File: config.mk
export PLATFORM = sky130hd
export DESIGN_NAME = reader_writer_lock_arbiter_core
export DESIGN_NICKNAME = d
export VERILOG_FILES = /design/src/rtl/core/rwl_pkg.sv /design/src/rtl/core/rwl_qram.sv /design/src/rtl/core/rwl_ctrl.sv /design/src/rtl/core/reader_writer_lock_arbiter_core.sv
export VERILOG_INCLUDE_DIRS = /design/src /design/src/rtl/core
export SDC_FILE = /design/constraint.sdc
export NUM_CORES = 1
export LEC_CHECK = 0
export BUFFER_PORTS_ARGS = -buffer_cell sky130_fd_sc_hd__buf_4
export CAP_MARGIN = 20
export CORE_MARGIN = 2
export CORE_UTILIZATION = 50
export CTS_BUF_LIST = sky130_fd_sc_hd__clkbuf_8
export DETAILED_ROUTE_END_ITERATION = 12
export PLACE_DENSITY = 0.78
export SETUP_SLACK_MARGIN = 0.05
export SLEW_MARGIN = 20
export SYNTH_ARGS = -nofsm -noshare
export SYNTH_HDL_FRONTEND = slang
export SYNTH_SLANG_ARGS = --single-unit
export TNS_END_PERCENT = 50
File: constraint.sdc
create_clock -name clk -period 3.03 [get_ports clk]
set_input_delay 0.1515 -clock clk [delete_from_list [all_inputs] [get_ports clk]]
set_output_delay 0.1515 -clock clk [all_outputs]
set_load 0.05 [all_outputs]
File: src/rtl/core/reader_writer_lock_arbiter_core_defines.svh
// Assertion macros for the reader/writer lock arbiter core.
// Included by the top level; has no dependencies of its own.
`ifndef READER_WRITER_LOCK_ARBITER_CORE_DEFINES_SVH
`define READER_WRITER_LOCK_ARBITER_CORE_DEFINES_SVH

`ifndef NO_ASSERTIONS

// Same-cycle implication checked at every rising edge outside reset.
`define RWL_ASSERT_IMP(label, clk, rst_n, ante, cons, msg) \
    label: assert property (@(posedge clk) disable iff (!rst_n) (ante) |-> (cons)) \
        else $error(msg);

// Next-cycle implication checked at every rising edge outside reset.
`define RWL_ASSERT_NEXT(label, clk, rst_n, ante, cons, msg) \
    label: assert property (@(posedge clk) disable iff (!rst_n) (ante) |=> (cons)) \
        else $error(msg);

`else

`define RWL_ASSERT_IMP(label, clk, rst_n, ante, cons, msg)
`define RWL_ASSERT_NEXT(label, clk, rst_n, ante, cons, msg)

`endif

`endif

File: src/rtl/core/rwl_pkg.sv
// Shared types, constants and pointer helpers of the reader/writer lock arbiter.
// No dependencies; used by rwl_ctrl and the top level.
`default_nettype none

package rwl_pkg;

    // Sizing of the lock and its wait queues.
    localparam int REQUESTERS  = 16;
    localparam int QUEUE_DEPTH = 8;
    localparam int ID_W        = 4;
    localparam int CNT_W       = 5;
    localparam int FUNC_W      = 2;
    localparam int EV_W        = 3;
    localparam int PTR_W       = (QUEUE_DEPTH > 1) ? $clog2(QUEUE_DEPTH) : 1;
    localparam int FILL_W      = $clog2(QUEUE_DEPTH + 1);
    localparam int SUM_W       = PTR_W + 1;

    // Request function codes.
    typedef enum logic [FUNC_W-1:0] {
        FN_BEGIN_READ  = 2'd0,
        FN_END_READ    = 2'd1,
        FN_BEGIN_WRITE = 2'd2,
        FN_END_WRITE   = 2'd3
    } func_t;

    // Result event codes.
    typedef enum logic [EV_W-1:0] {
        EV_NONE  = 3'd0,
        EV_READ  = 3'd1,
        EV_WRITE = 3'd2,
        EV_ERROR = 3'd3,
        EV_FULL  = 3'd4
    } ev_t;

    // Controller states, one-hot.
    typedef enum logic [1:0] {
        ST_IDLE = 2'b01,
        ST_POP  = 2'b10
    } state_t;

    // One port's worth of requests to a wait-queue memory.
    typedef struct packed {
        logic             wen;
        logic [PTR_W-1:0] waddr;
        logic [ID_W-1:0]  wdata;
        logic             ren;
        logic [PTR_W-1:0] raddr;
    } qmem_req_t;

    // Slot index of head plus offset, wrapped at the queue depth.
    function automatic logic [PTR_W-1:0] ptr_add(input logic [PTR_W-1:0] head,
                                                 input logic [FILL_W-1:0] fill);
        logic [SUM_W-1:0] sum;
        begin
            sum = SUM_W'(head) + SUM_W'(fill);
            if (sum >= SUM_W'(QUEUE_DEPTH))
            begin
                sum = sum - SUM_W'(QUEUE_DEPTH);
            end
            return sum[PTR_W-1:0];
        end
    endfunction

    // Next slot after the given one, wrapped at the queue depth.
    function automatic logic [PTR_W-1:0] ptr_inc(input logic [PTR_W-1:0] head);
        begin
            if (head == PTR_W'(QUEUE_DEPTH - 1))
            begin
                return '0;
            end
            return head + PTR_W'(1);
        end
    endfunction

endpackage

`default_nettype wire

File: src/rtl/core/rwl_qram.sv
// Generic single-write, single-read synchronous RAM with registered read data.
// No dependencies; holds one wait queue of the lock arbiter.
`default_nettype none

module rwl_qram #(
    parameter int DEPTH = 8,
    parameter int WIDTH = 4
) (
    input  wire logic                                         clk,
    input  wire logic                                         wen,
    input  wire logic [((DEPTH > 1) ? $clog2(DEPTH) : 1)-1:0] waddr,
    input  wire logic [WIDTH-1:0]                             wdata,
    input  wire logic                                         ren,
    input  wire logic [((DEPTH > 1) ? $clog2(DEPTH) : 1)-1:0] raddr,
    output      logic [WIDTH-1:0]                             rdata
);

    logic [WIDTH-1:0] mem [DEPTH];

    // Write port.
    always_ff @(posedge clk)
    begin
        if (wen)
        begin
            mem[waddr] <= wdata;
        end
    end

    // Read port; data holds until the next read.
    always_ff @(posedge clk)
    begin
        if (ren)
        begin
            rdata <= mem[raddr];
        end
    end

endmodule

`default_nettype wire

File: src/rtl/core/rwl_ctrl.sv
// Lock state, queue pointers, request decode and result register of the arbiter.
// Depends on rwl_pkg; drives the two wait-queue memories through qmem_req_t.
`default_nettype none

module rwl_ctrl (
    input  wire logic                       clk,
    input  wire logic                       rst_n,
    input  wire logic                       in_valid,
    output      logic                       in_stall,
    input  wire logic [rwl_pkg::FUNC_W-1:0] func,
    input  wire logic [rwl_pkg::ID_W-1:0]   requester_id,
    output      logic                       out_valid,
    input  wire logic                       out_stall,
    output      logic [rwl_pkg::EV_W-1:0]   event_res,
    output      logic [rwl_pkg::ID_W-1:0]   granted_id,
    output      logic [rwl_pkg::CNT_W-1:0]  active_readers,
    output      logic                       writer_busy,
    output      logic                       last,
    output      rwl_pkg::qmem_req_t         rq_req,
    input  wire logic [rwl_pkg::ID_W-1:0]   rq_rdata,
    output      rwl_pkg::qmem_req_t         wq_req,
    input  wire logic [rwl_pkg::ID_W-1:0]   wq_rdata
);

    import rwl_pkg::*;

    state_t            state_reg, state_next;
    logic              pop_rd_reg, pop_rd_next;
    logic [CNT_W-1:0]  count_reg, count_next;
    logic              wbusy_reg, wbusy_next;
    logic [PTR_W-1:0]  rhead_reg, rhead_next;
    logic [FILL_W-1:0] rfill_reg, rfill_next;
    logic [PTR_W-1:0]  whead_reg, whead_next;
    logic [FILL_W-1:0] wfill_reg, wfill_next;

    logic              out_valid_reg, out_valid_next;
    ev_t               out_ev_reg, out_ev_next;
    logic [ID_W-1:0]   out_id_reg, out_id_next;
    logic [CNT_W-1:0]  out_cnt_reg, out_cnt_next;
    logic              out_wb_reg, out_wb_next;
    logic              out_last_reg, out_last_next;

    logic              out_free;
    logic              accept;
    logic              r_full;
    logic              w_full;
    logic [CNT_W-1:0]  count_dec;
    logic [CNT_W-1:0]  count_sat;

    // The result slot is free when empty or being taken this cycle.
    assign out_free = !out_valid_reg || !out_stall;
    assign in_stall = !((state_reg == ST_IDLE) && out_free);
    assign accept   = in_valid && !in_stall;

    assign r_full    = (rfill_reg == FILL_W'(QUEUE_DEPTH));
    assign w_full    = (wfill_reg == FILL_W'(QUEUE_DEPTH));
    assign count_dec = count_reg - CNT_W'(1);
    assign count_sat = (count_reg < CNT_W'(REQUESTERS)) ? count_reg + CNT_W'(1) : count_reg;

    // Request decode, queue pushes and pops, and result loading.
    always_comb
    begin
        state_next     = state_reg;
        pop_rd_next    = pop_rd_reg;
        count_next     = count_reg;
        wbusy_next     = wbusy_reg;
        rhead_next     = rhead_reg;
        rfill_next     = rfill_reg;
        whead_next     = whead_reg;
        wfill_next     = wfill_reg;
        out_valid_next = out_valid_reg && out_stall;
        out_ev_next    = out_ev_reg;
        out_id_next    = out_id_reg;
        out_cnt_next   = out_cnt_reg;
        out_wb_next    = out_wb_reg;
        out_last_next  = out_last_reg;
        rq_req         = '0;
        wq_req         = '0;

        if (accept)
        begin
            out_valid_next = 1'b1;
            out_ev_next    = EV_NONE;
            out_id_next    = '0;
            out_last_next  = 1'b1;
            case (func_t'(func))
                FN_BEGIN_READ:
                begin
                    if (wbusy_reg)
                    begin
                        if (r_full)
                        begin
                            out_ev_next = EV_FULL;
                        end
                        else
                        begin
                            rq_req.wen   = 1'b1;
                            rq_req.waddr = ptr_add(rhead_reg, rfill_reg);
                            rq_req.wdata = requester_id;
                            rfill_next   = rfill_reg + FILL_W'(1);
                        end
                    end
                    else if (count_reg >= CNT_W'(REQUESTERS))
                    begin
                        out_ev_next = EV_ERROR;
                    end
                    else
                    begin
                        count_next  = count_reg + CNT_W'(1);
                        out_ev_next = EV_READ;
                        out_id_next = requester_id;
                    end
                end
                FN_END_READ:
                begin
                    if (count_reg == '0)
                    begin
                        out_ev_next = EV_ERROR;
                    end
                    else
                    begin
                        count_next = count_dec;
                        if ((count_dec == '0) && (wfill_reg != '0))
                        begin
                            // Hand the lock to the oldest writer once its id is read.
                            out_valid_next = 1'b0;
                            wq_req.ren     = 1'b1;
                            wq_req.raddr   = whead_reg;
                            pop_rd_next    = 1'b0;
                            state_next     = ST_POP;
                        end
                    end
                end
                FN_BEGIN_WRITE:
                begin
                    if ((count_reg != '0) || wbusy_reg)
                    begin
                        if (w_full)
                        begin
                            out_ev_next = EV_FULL;
                        end
                        else
                        begin
                            wq_req.wen   = 1'b1;
                            wq_req.waddr = ptr_add(whead_reg, wfill_reg);
                            wq_req.wdata = requester_id;
                            wfill_next   = wfill_reg + FILL_W'(1);
                        end
                    end
                    else
                    begin
                        wbusy_next  = 1'b1;
                        out_ev_next = EV_WRITE;
                        out_id_next = requester_id;
                    end
                end
                FN_END_WRITE:
                begin
                    if (!wbusy_reg)
                    begin
                        out_ev_next = EV_ERROR;
                    end
                    else
                    begin
                        wbusy_next = 1'b0;
                        if (rfill_reg != '0)
                        begin
                            out_valid_next = 1'b0;
                            rq_req.ren     = 1'b1;
                            rq_req.raddr   = rhead_reg;
                            pop_rd_next    = 1'b1;
                            state_next     = ST_POP;
                        end
                        else if (wfill_reg != '0)
                        begin
                            out_valid_next = 1'b0;
                            wq_req.ren     = 1'b1;
                            wq_req.raddr   = whead_reg;
                            pop_rd_next    = 1'b0;
                            state_next     = ST_POP;
                        end
                    end
                end
                default:
                begin
                    out_ev_next = EV_ERROR;
                end
            endcase
        end
        else if ((state_reg == ST_POP) && out_free)
        begin
            // The popped id is in the memory's read register now.
            out_valid_next = 1'b1;
            if (pop_rd_reg)
            begin
                count_next    = count_sat;
                rhead_next    = ptr_inc(rhead_reg);
                rfill_next    = rfill_reg - FILL_W'(1);
                out_ev_next   = EV_READ;
                out_id_next   = rq_rdata;
                out_cnt_next  = count_sat;
                out_wb_next   = wbusy_reg;
                out_last_next = (rfill_reg == FILL_W'(1));
                if (rfill_reg == FILL_W'(1))
                begin
                    state_next = ST_IDLE;
                end
                else
                begin
                    // Fetch the next waiting reader for the following cycle.
                    rq_req.ren   = 1'b1;
                    rq_req.raddr = ptr_inc(rhead_reg);
                end
            end
            else
            begin
                wbusy_next    = 1'b1;
                whead_next    = ptr_inc(whead_reg);
                wfill_next    = wfill_reg - FILL_W'(1);
                out_ev_next   = EV_WRITE;
                out_id_next   = wq_rdata;
                out_cnt_next  = count_reg;
                out_wb_next   = 1'b1;
                out_last_next = 1'b1;
                state_next    = ST_IDLE;
            end
        end

        // Immediate results report the lock state after the request.
        if (accept)
        begin
            out_cnt_next = count_next;
            out_wb_next  = wbusy_next;
        end
    end

    // Control state.
    always_ff @(posedge clk or negedge rst_n)
    begin
        if (!rst_n)
        begin
            state_reg     <= ST_IDLE;
            pop_rd_reg    <= 1'b0;
            count_reg     <= '0;
            wbusy_reg     <= 1'b0;
            rhead_reg     <= '0;
            rfill_reg     <= '0;
            whead_reg     <= '0;
            wfill_reg     <= '0;
            out_valid_reg <= 1'b0;
        end
        else
        begin
            state_reg     <= state_next;
            pop_rd_reg    <= pop_rd_next;
            count_reg     <= count_next;
            wbusy_reg     <= wbusy_next;
            rhead_reg     <= rhead_next;
            rfill_reg     <= rfill_next;
            whead_reg     <= whead_next;
            wfill_reg     <= wfill_next;
            out_valid_reg <= out_valid_next;
        end
    end

    // Result payload.
    always_ff @(posedge clk)
    begin
        out_ev_reg   <= out_ev_next;
        out_id_reg   <= out_id_next;
        out_cnt_reg  <= out_cnt_next;
        out_wb_reg   <= out_wb_next;
        out_last_reg <= out_last_next;
    end

    assign out_valid      = out_valid_reg;
    assign event_res      = out_ev_reg;
    assign granted_id     = out_id_reg;
    assign active_readers = out_cnt_reg;
    assign writer_busy    = out_wb_reg;
    assign last           = out_last_reg;

endmodule

`default_nettype wire

File: src/rtl/core/reader_writer_lock_arbiter_core.sv
// Reader/writer lock arbiter: a request needing no queue read returns its result in the
// cycle after acceptance, and the next request can be taken in the following cycle unless
// out_stall holds the result. A grant to a queued requester waits for the queue memory's
// registered read; a drain of N waiting readers gives one grant per cycle unless stalled.
// Reset is asynchronous: it clears the lock state and queue pointers; the queue memories
// are not cleared, since only entries written since reset are ever read.
`default_nettype none

`include "reader_writer_lock_arbiter_core_defines.svh"

module reader_writer_lock_arbiter_core (
    input  wire logic                       clk,
    input  wire logic                       rst_n,
    input  wire logic                       in_valid,
    output      logic                       in_stall,
    input  wire logic [rwl_pkg::FUNC_W-1:0] func,
    input  wire logic [rwl_pkg::ID_W-1:0]   requester_id,
    output      logic                       out_valid,
    input  wire logic                       out_stall,
    output      logic [rwl_pkg::EV_W-1:0]   event_res,
    output      logic [rwl_pkg::ID_W-1:0]   granted_id,
    output      logic [rwl_pkg::CNT_W-1:0]  active_readers,
    output      logic                       writer_busy,
    output      logic                       last
);

    import rwl_pkg::*;

    qmem_req_t       rq_req;
    qmem_req_t       wq_req;
    logic [ID_W-1:0] rq_rdata;
    logic [ID_W-1:0] wq_rdata;

    // Lock state machine and result register.
    rwl_ctrl u_ctrl (
        .clk            (clk),
        .rst_n          (rst_n),
        .in_valid       (in_valid),
        .in_stall       (in_stall),
        .func           (func),
        .requester_id   (requester_id),
        .out_valid      (out_valid),
        .out_stall      (out_stall),
        .event_res      (event_res),
        .granted_id     (granted_id),
        .active_readers (active_readers),
        .writer_busy    (writer_busy),
        .last           (last),
        .rq_req         (rq_req),
        .rq_rdata       (rq_rdata),
        .wq_req         (wq_req),
        .wq_rdata       (wq_rdata)
    );

    // Waiting-reader queue storage.
    rwl_qram #(
        .DEPTH (QUEUE_DEPTH),
        .WIDTH (ID_W)
    ) u_rq_ram (
        .clk   (clk),
        .wen   (rq_req.wen),
        .waddr (rq_req.waddr),
        .wdata (rq_req.wdata),
        .ren   (rq_req.ren),
        .raddr (rq_req.raddr),
        .rdata (rq_rdata)
    );

    // Waiting-writer queue storage.
    rwl_qram #(
        .DEPTH (QUEUE_DEPTH),
        .WIDTH (ID_W)
    ) u_wq_ram (
        .clk   (clk),
        .wen   (wq_req.wen),
        .waddr (wq_req.waddr),
        .wdata (wq_req.wdata),
        .ren   (wq_req.ren),
        .raddr (wq_req.raddr),
        .rdata (wq_rdata)
    );

    // A writer never shares the lock with readers.
    `RWL_ASSERT_IMP(a_exclusive, clk, rst_n, out_valid && writer_busy, active_readers == '0, "writer and readers hold the lock together")
    // Results that grant nothing carry no requester number.
    `RWL_ASSERT_IMP(a_no_grant_id, clk, rst_n, out_valid && (event_res == EV_NONE || event_res == EV_ERROR || event_res == EV_FULL), granted_id == '0, "non-grant result carries an id")
    // Only a reader drain yields more than one result, and it holds off new requests.
    `RWL_ASSERT_IMP(a_drain_only, clk, rst_n, out_valid && !last, event_res == EV_READ && in_stall, "non-final result outside a reader drain")
    // A begin request always answers in the next cycle.
    `RWL_ASSERT_NEXT(a_begin_answer, clk, rst_n, in_valid && !in_stall && (func == FN_BEGIN_READ || func == FN_BEGIN_WRITE), out_valid && last, "begin request not answered in one cycle")

endmodule

`default_nettype wire
==> key figures <==
CTS
  – CTS Buf Count: 9
  – CTS Hold Bufs: 1
  – H-tree level count: 3
  – Postcts setup bufs: 0
  – Sink Count: 110
  – Root Buffer: clkbuf_8
  – Clock Pin Slew Worst Setup and Hold Paths: 0.11 ns
  – Clock Tree Buf Depth: 2
  – Clk_lat worst skew: 0.37 ns
  – CTS tree: built
  – PostCTS Resize Cnt: 0

Timing
  – RSZ-0062 raised after global routing: false
  – Slew HR: 55.22%
  – Min Hold Slack: 0.07493 ns
  – Final hold vios: 0
  – Final WS setup: 0.2527 ns
  – Slew @ Worst Pin: 0.6717 ns
  – Final Cycle Share: 91.66%
  – Fmax: 360.1 MHz
  – Total negative slack: 0 ns
  – Post-Route Skew: 0.01190 ns
  – # setup viols final: 0
  – Slew Limit Fails: 0
  – Fin crit period: 2.777 ns

Placed design
  – Final HPWL DP: 8445 um
  – Post-Place Cell Area: 0.005987 mm2
  – IO buf count: 25
  – Dpl cells: 617
  – Placement Setup Slack: 0.3330 ns
  – Global placement routability congestion: 0.9035

Synth
  – Cell types occupying the most area after synthesis: edfxtp_1 45%, dfrtp_1 10%, ha_1 3.3%, a2111oi_0 2.5%, a221oi_1 2.5%
  – Mapped Nets: 494
  – Share of the synthesized area in the top cell type: 45.28%
  – Post-Synth XOR/XNOR Area: 2.952%
  – Post-synthesis adder-cell area fraction: 4.395%
  – Yosys cell types: 67
  – Main synth FF type: edfxtp_1
  – Flops & latches, synth: 110
  – Synth warn: 0
  – Post-synth EDFFs: 85
  – Simple-Gate Fraction of Synth Area: 12.39%
  – Syn_area_per_cell: 12.10 um2
  – Asr flop ratio synth: 21.82%
  – Sequential cell area fraction in the yosys report: 56.32%
  – Largest family of logic cells by synthesized area: compound AO/OA/AOI/OAI gates
  – Syn Inst Count: 466
  – Synthesized area: 0.005637 mm2
  – Mux contribution to synthesized area: 5.061%
  – Yosys top cell by area: edfxtp_1
  – Synth Area in Compound Gates: 14.78%

Cells and area
  – Fin cells: 634
  – Nets: 517
  – Largest regs: u_rq_ram.mem x32, u_wq_ram.mem x32
  – Register Area: 0.003174 mm2
  – Multi-input logic area: 0.002240 mm2
  – Fin util: 56.91%
  – N_diodes: 0
  – Final Cell Area: 0.006223 mm2
  – Layout cells sized above 1: 16.40%
  – Area added between synthesis and finish: 10.41%
  – Filler cell count: 900

GRT
  – Initial antenna violation count: 0
  – Global route overflow: 0
  – Largest net degree at the start of global routing: 25
  – Global-route usage over all layers: 20.87%
  – Vias in the first global route: 3,792
  – First-pass GRT wire length: 19,140 um

Setup path
  – FF-to-FF Start: u_ctrl.rfill_reg[1]$_DFFE_PN0P_
  – Flop2flop setup slack: 0.25 ns
  – Required time worst endpoint: 3.13 ns
  – Crit-path max cell delay: 0.52 ns
  – FF-to-FF path depth: 8
  – Crit path to: u_rq_ram.rdata[3]$_DFFE_PP_
  – Slowest cell on crit path: a2111oi_0
  – Crit Path Category: reg -> reg
  – R2R Path End: u_rq_ram.rdata[3]$_DFFE_PP_
  – Crit-path max FO: 16
  – Crit-path cells: inv_1 -> ha_1 -> nor3b_1 -> nor4b_4 -> buf_4 -> a22o_4 -> a2111oi_0 -> nor4_1
  – Startpoint Class: flip-flop
  – Critical Path End Type: flip-flop
  – Arrival @ worst endpoint: 2.88 ns
  – Crit path launch: u_ctrl.rfill_reg[1]$_DFFE_PN0P_

Route
  – # DRC: 0
  – Wirelength per Cell: 19.02 um
  – Remaining antenna violation count: 0
  – Total iterations of the first detailed-routing run: 6
  – Via count: 3,942
  – Initial DRC Count: 387
  – Vias per cell: 6.218
  – Routed WL: 12,060 um

Power
  – Total power: 5.683 mW
  – Lkg Pwr: 2.312 nW
  – Worst VDD drop: 0.5589 mV
  – Power per cell area: 913.2 mW/mm2

Status
  – Outcome: finished clean

Floorplanning
  – # rows: 38
  – Die area: 0.01214 mm2
  – Die Ht: 110.2 um
  – Die boundary width: 110.2 um
  – Core ar.: 0.01094 mm2
  – I/O pin count: 26
  – Initial Util: 51.54%

Hold path
  – Worst min path class: in -> reg

Run
  – MaxCap Viol Count: 0
[worst max-delay path, delay by kind of cell (launching register included)]
| kind | cells | cell delay [ns] |
|---|---|---|
| compound gates | 2 | 0.84 |
| simple gates | 3 | 0.72 |
| flops | 1 | 0.45 |
| buf+inv | 2 | 0.35 |
| fa+ha+maj | 1 | 0.15 |
[per-layer routing]
| layer | vias to the layer above | track usage (%) | part of all wire (%) |
|---|---|---|---|
| li1 | 1830 | - | - |
| met1 | 1900 | 28.84 | 44 |
| met2 | 186 | 33.13 | 47 |
| met3 | 26 | 4.292 | 7.3 |
| met4 | 0 | 6.875 | 1.8 |
| met5 | - | 0 | 0 |
[power breakdown]
part,switching [mW],internal [mW],leakage [nW]
clock,0.516,0.479,0.117
combinational,1.51,0.916,1.06
sequential,0.322,1.94,1.13
total,2.35,3.33,2.31
[layout make-up]
cell class | count | share of cell area (%)
Inverter | 26 | 1.568
Timing Repair Buffer | 41 | 4.986
Clock inverter | 7 | 1.649
Clock buffer | 9 | 1.990
Multi-Input combinational cell | 301 | 35.99
Sequential cell | 110 | 51.01
Tap cell | 140 | 2.815
[synthesized netlist by cell type, types with 3 or more instances]
cell type / number
edfxtp_1: 85
nand2_1: 36
inv_1: 26
dfrtp_1: 23
clkbuf_1: 22
o21ai_0: 22
nor2_1: 20
a2111oi_0: 16
a221oi_1: 16
ha_1: 15
xnor2_1: 13
mux2_2: 12
and2_1: 11
nor3_1: 11
a21oi_1: 9
nor4_1: 8
a22oi_1: 7
nand3_1: 7
a22o_1: 6
mux2i_1: 6
xor2_1: 6
a31oi_1: 5
nor2b_1: 5
and3_1: 4
mux4_2: 4
o211ai_1: 4
a32oi_1: 3
buf_6: 3
fa_1: 3
nand2b_1: 3
nor3b_1: 3
o21a_1: 3
o22ai_1: 3
or4_1: 3
[cell usage in the layout, fill, tap and decap left out, types with 3 or more instances in the layout]
cell type / n
o21a_1: 3
clkbuf_8: 9
inv_1: 26
nand3_1: 7
edfxtp_1: 85
xor2_1: 6
fa_1: 3
xnor2_1: 13
inv_6: 3
a32oi_1: 3
mux4_2: 4
nand2b_1: 3
a31oi_1: 5
nor2b_1: 5
mux2i_1: 6
mux2_2: 12
a22oi_1: 7
nor2_1: 20
nor3b_1: 3
o22ai_1: 3
and3_1: 4
o211ai_1: 4
a21oi_1: 9
a221oi_1: 16
nor4_1: 8
nor3_1: 11
buf_4: 40
ha_1: 15
or4_1: 3
a2111oi_0: 16
and2_1: 11
a22o_1: 6
dfrtp_1: 23
o21ai_0: 22
nand2_1: 36
[cell families after synthesis]
kind of cell,after synthesis
multiplexers,22
AO/OA/AOI/OAI,112
flip-flops,110
XOR/XNOR,19
AND/OR/NAND/NOR,130
adder cells (fa/ha/maj),18
buffers and inverters,55
[worst min path at each step]
| stage | from | end | slack (ns) | depth (start not counted) |
|---|---|---|---|---|
| 3_5_place_dp | rst_n | u_ctrl.count_reg[2]$_DFF_PN0_ | 0.09 | 1 |
| 2_1_floorplan | rst_n | u_ctrl.count_reg[0]$_DFF_PN0_ | -0.14 | 0 |
| 3_3_place_gp | rst_n | u_ctrl.count_reg[3]$_DFF_PN0_ | 0.08 | 1 |
| 5_1_grt | in_valid | u_ctrl.out_valid$_DFF_PN0_ | 0.04 | 2 |
| 4_1_cts | in_valid | u_ctrl.out_valid$_DFF_PN0_ | 0.06 | 2 |
| 6_report | in_valid | u_ctrl.out_valid$_DFF_PN0_ | 0.07 | 2 |
Note: power is estimated with default switching activity, not from simulation.
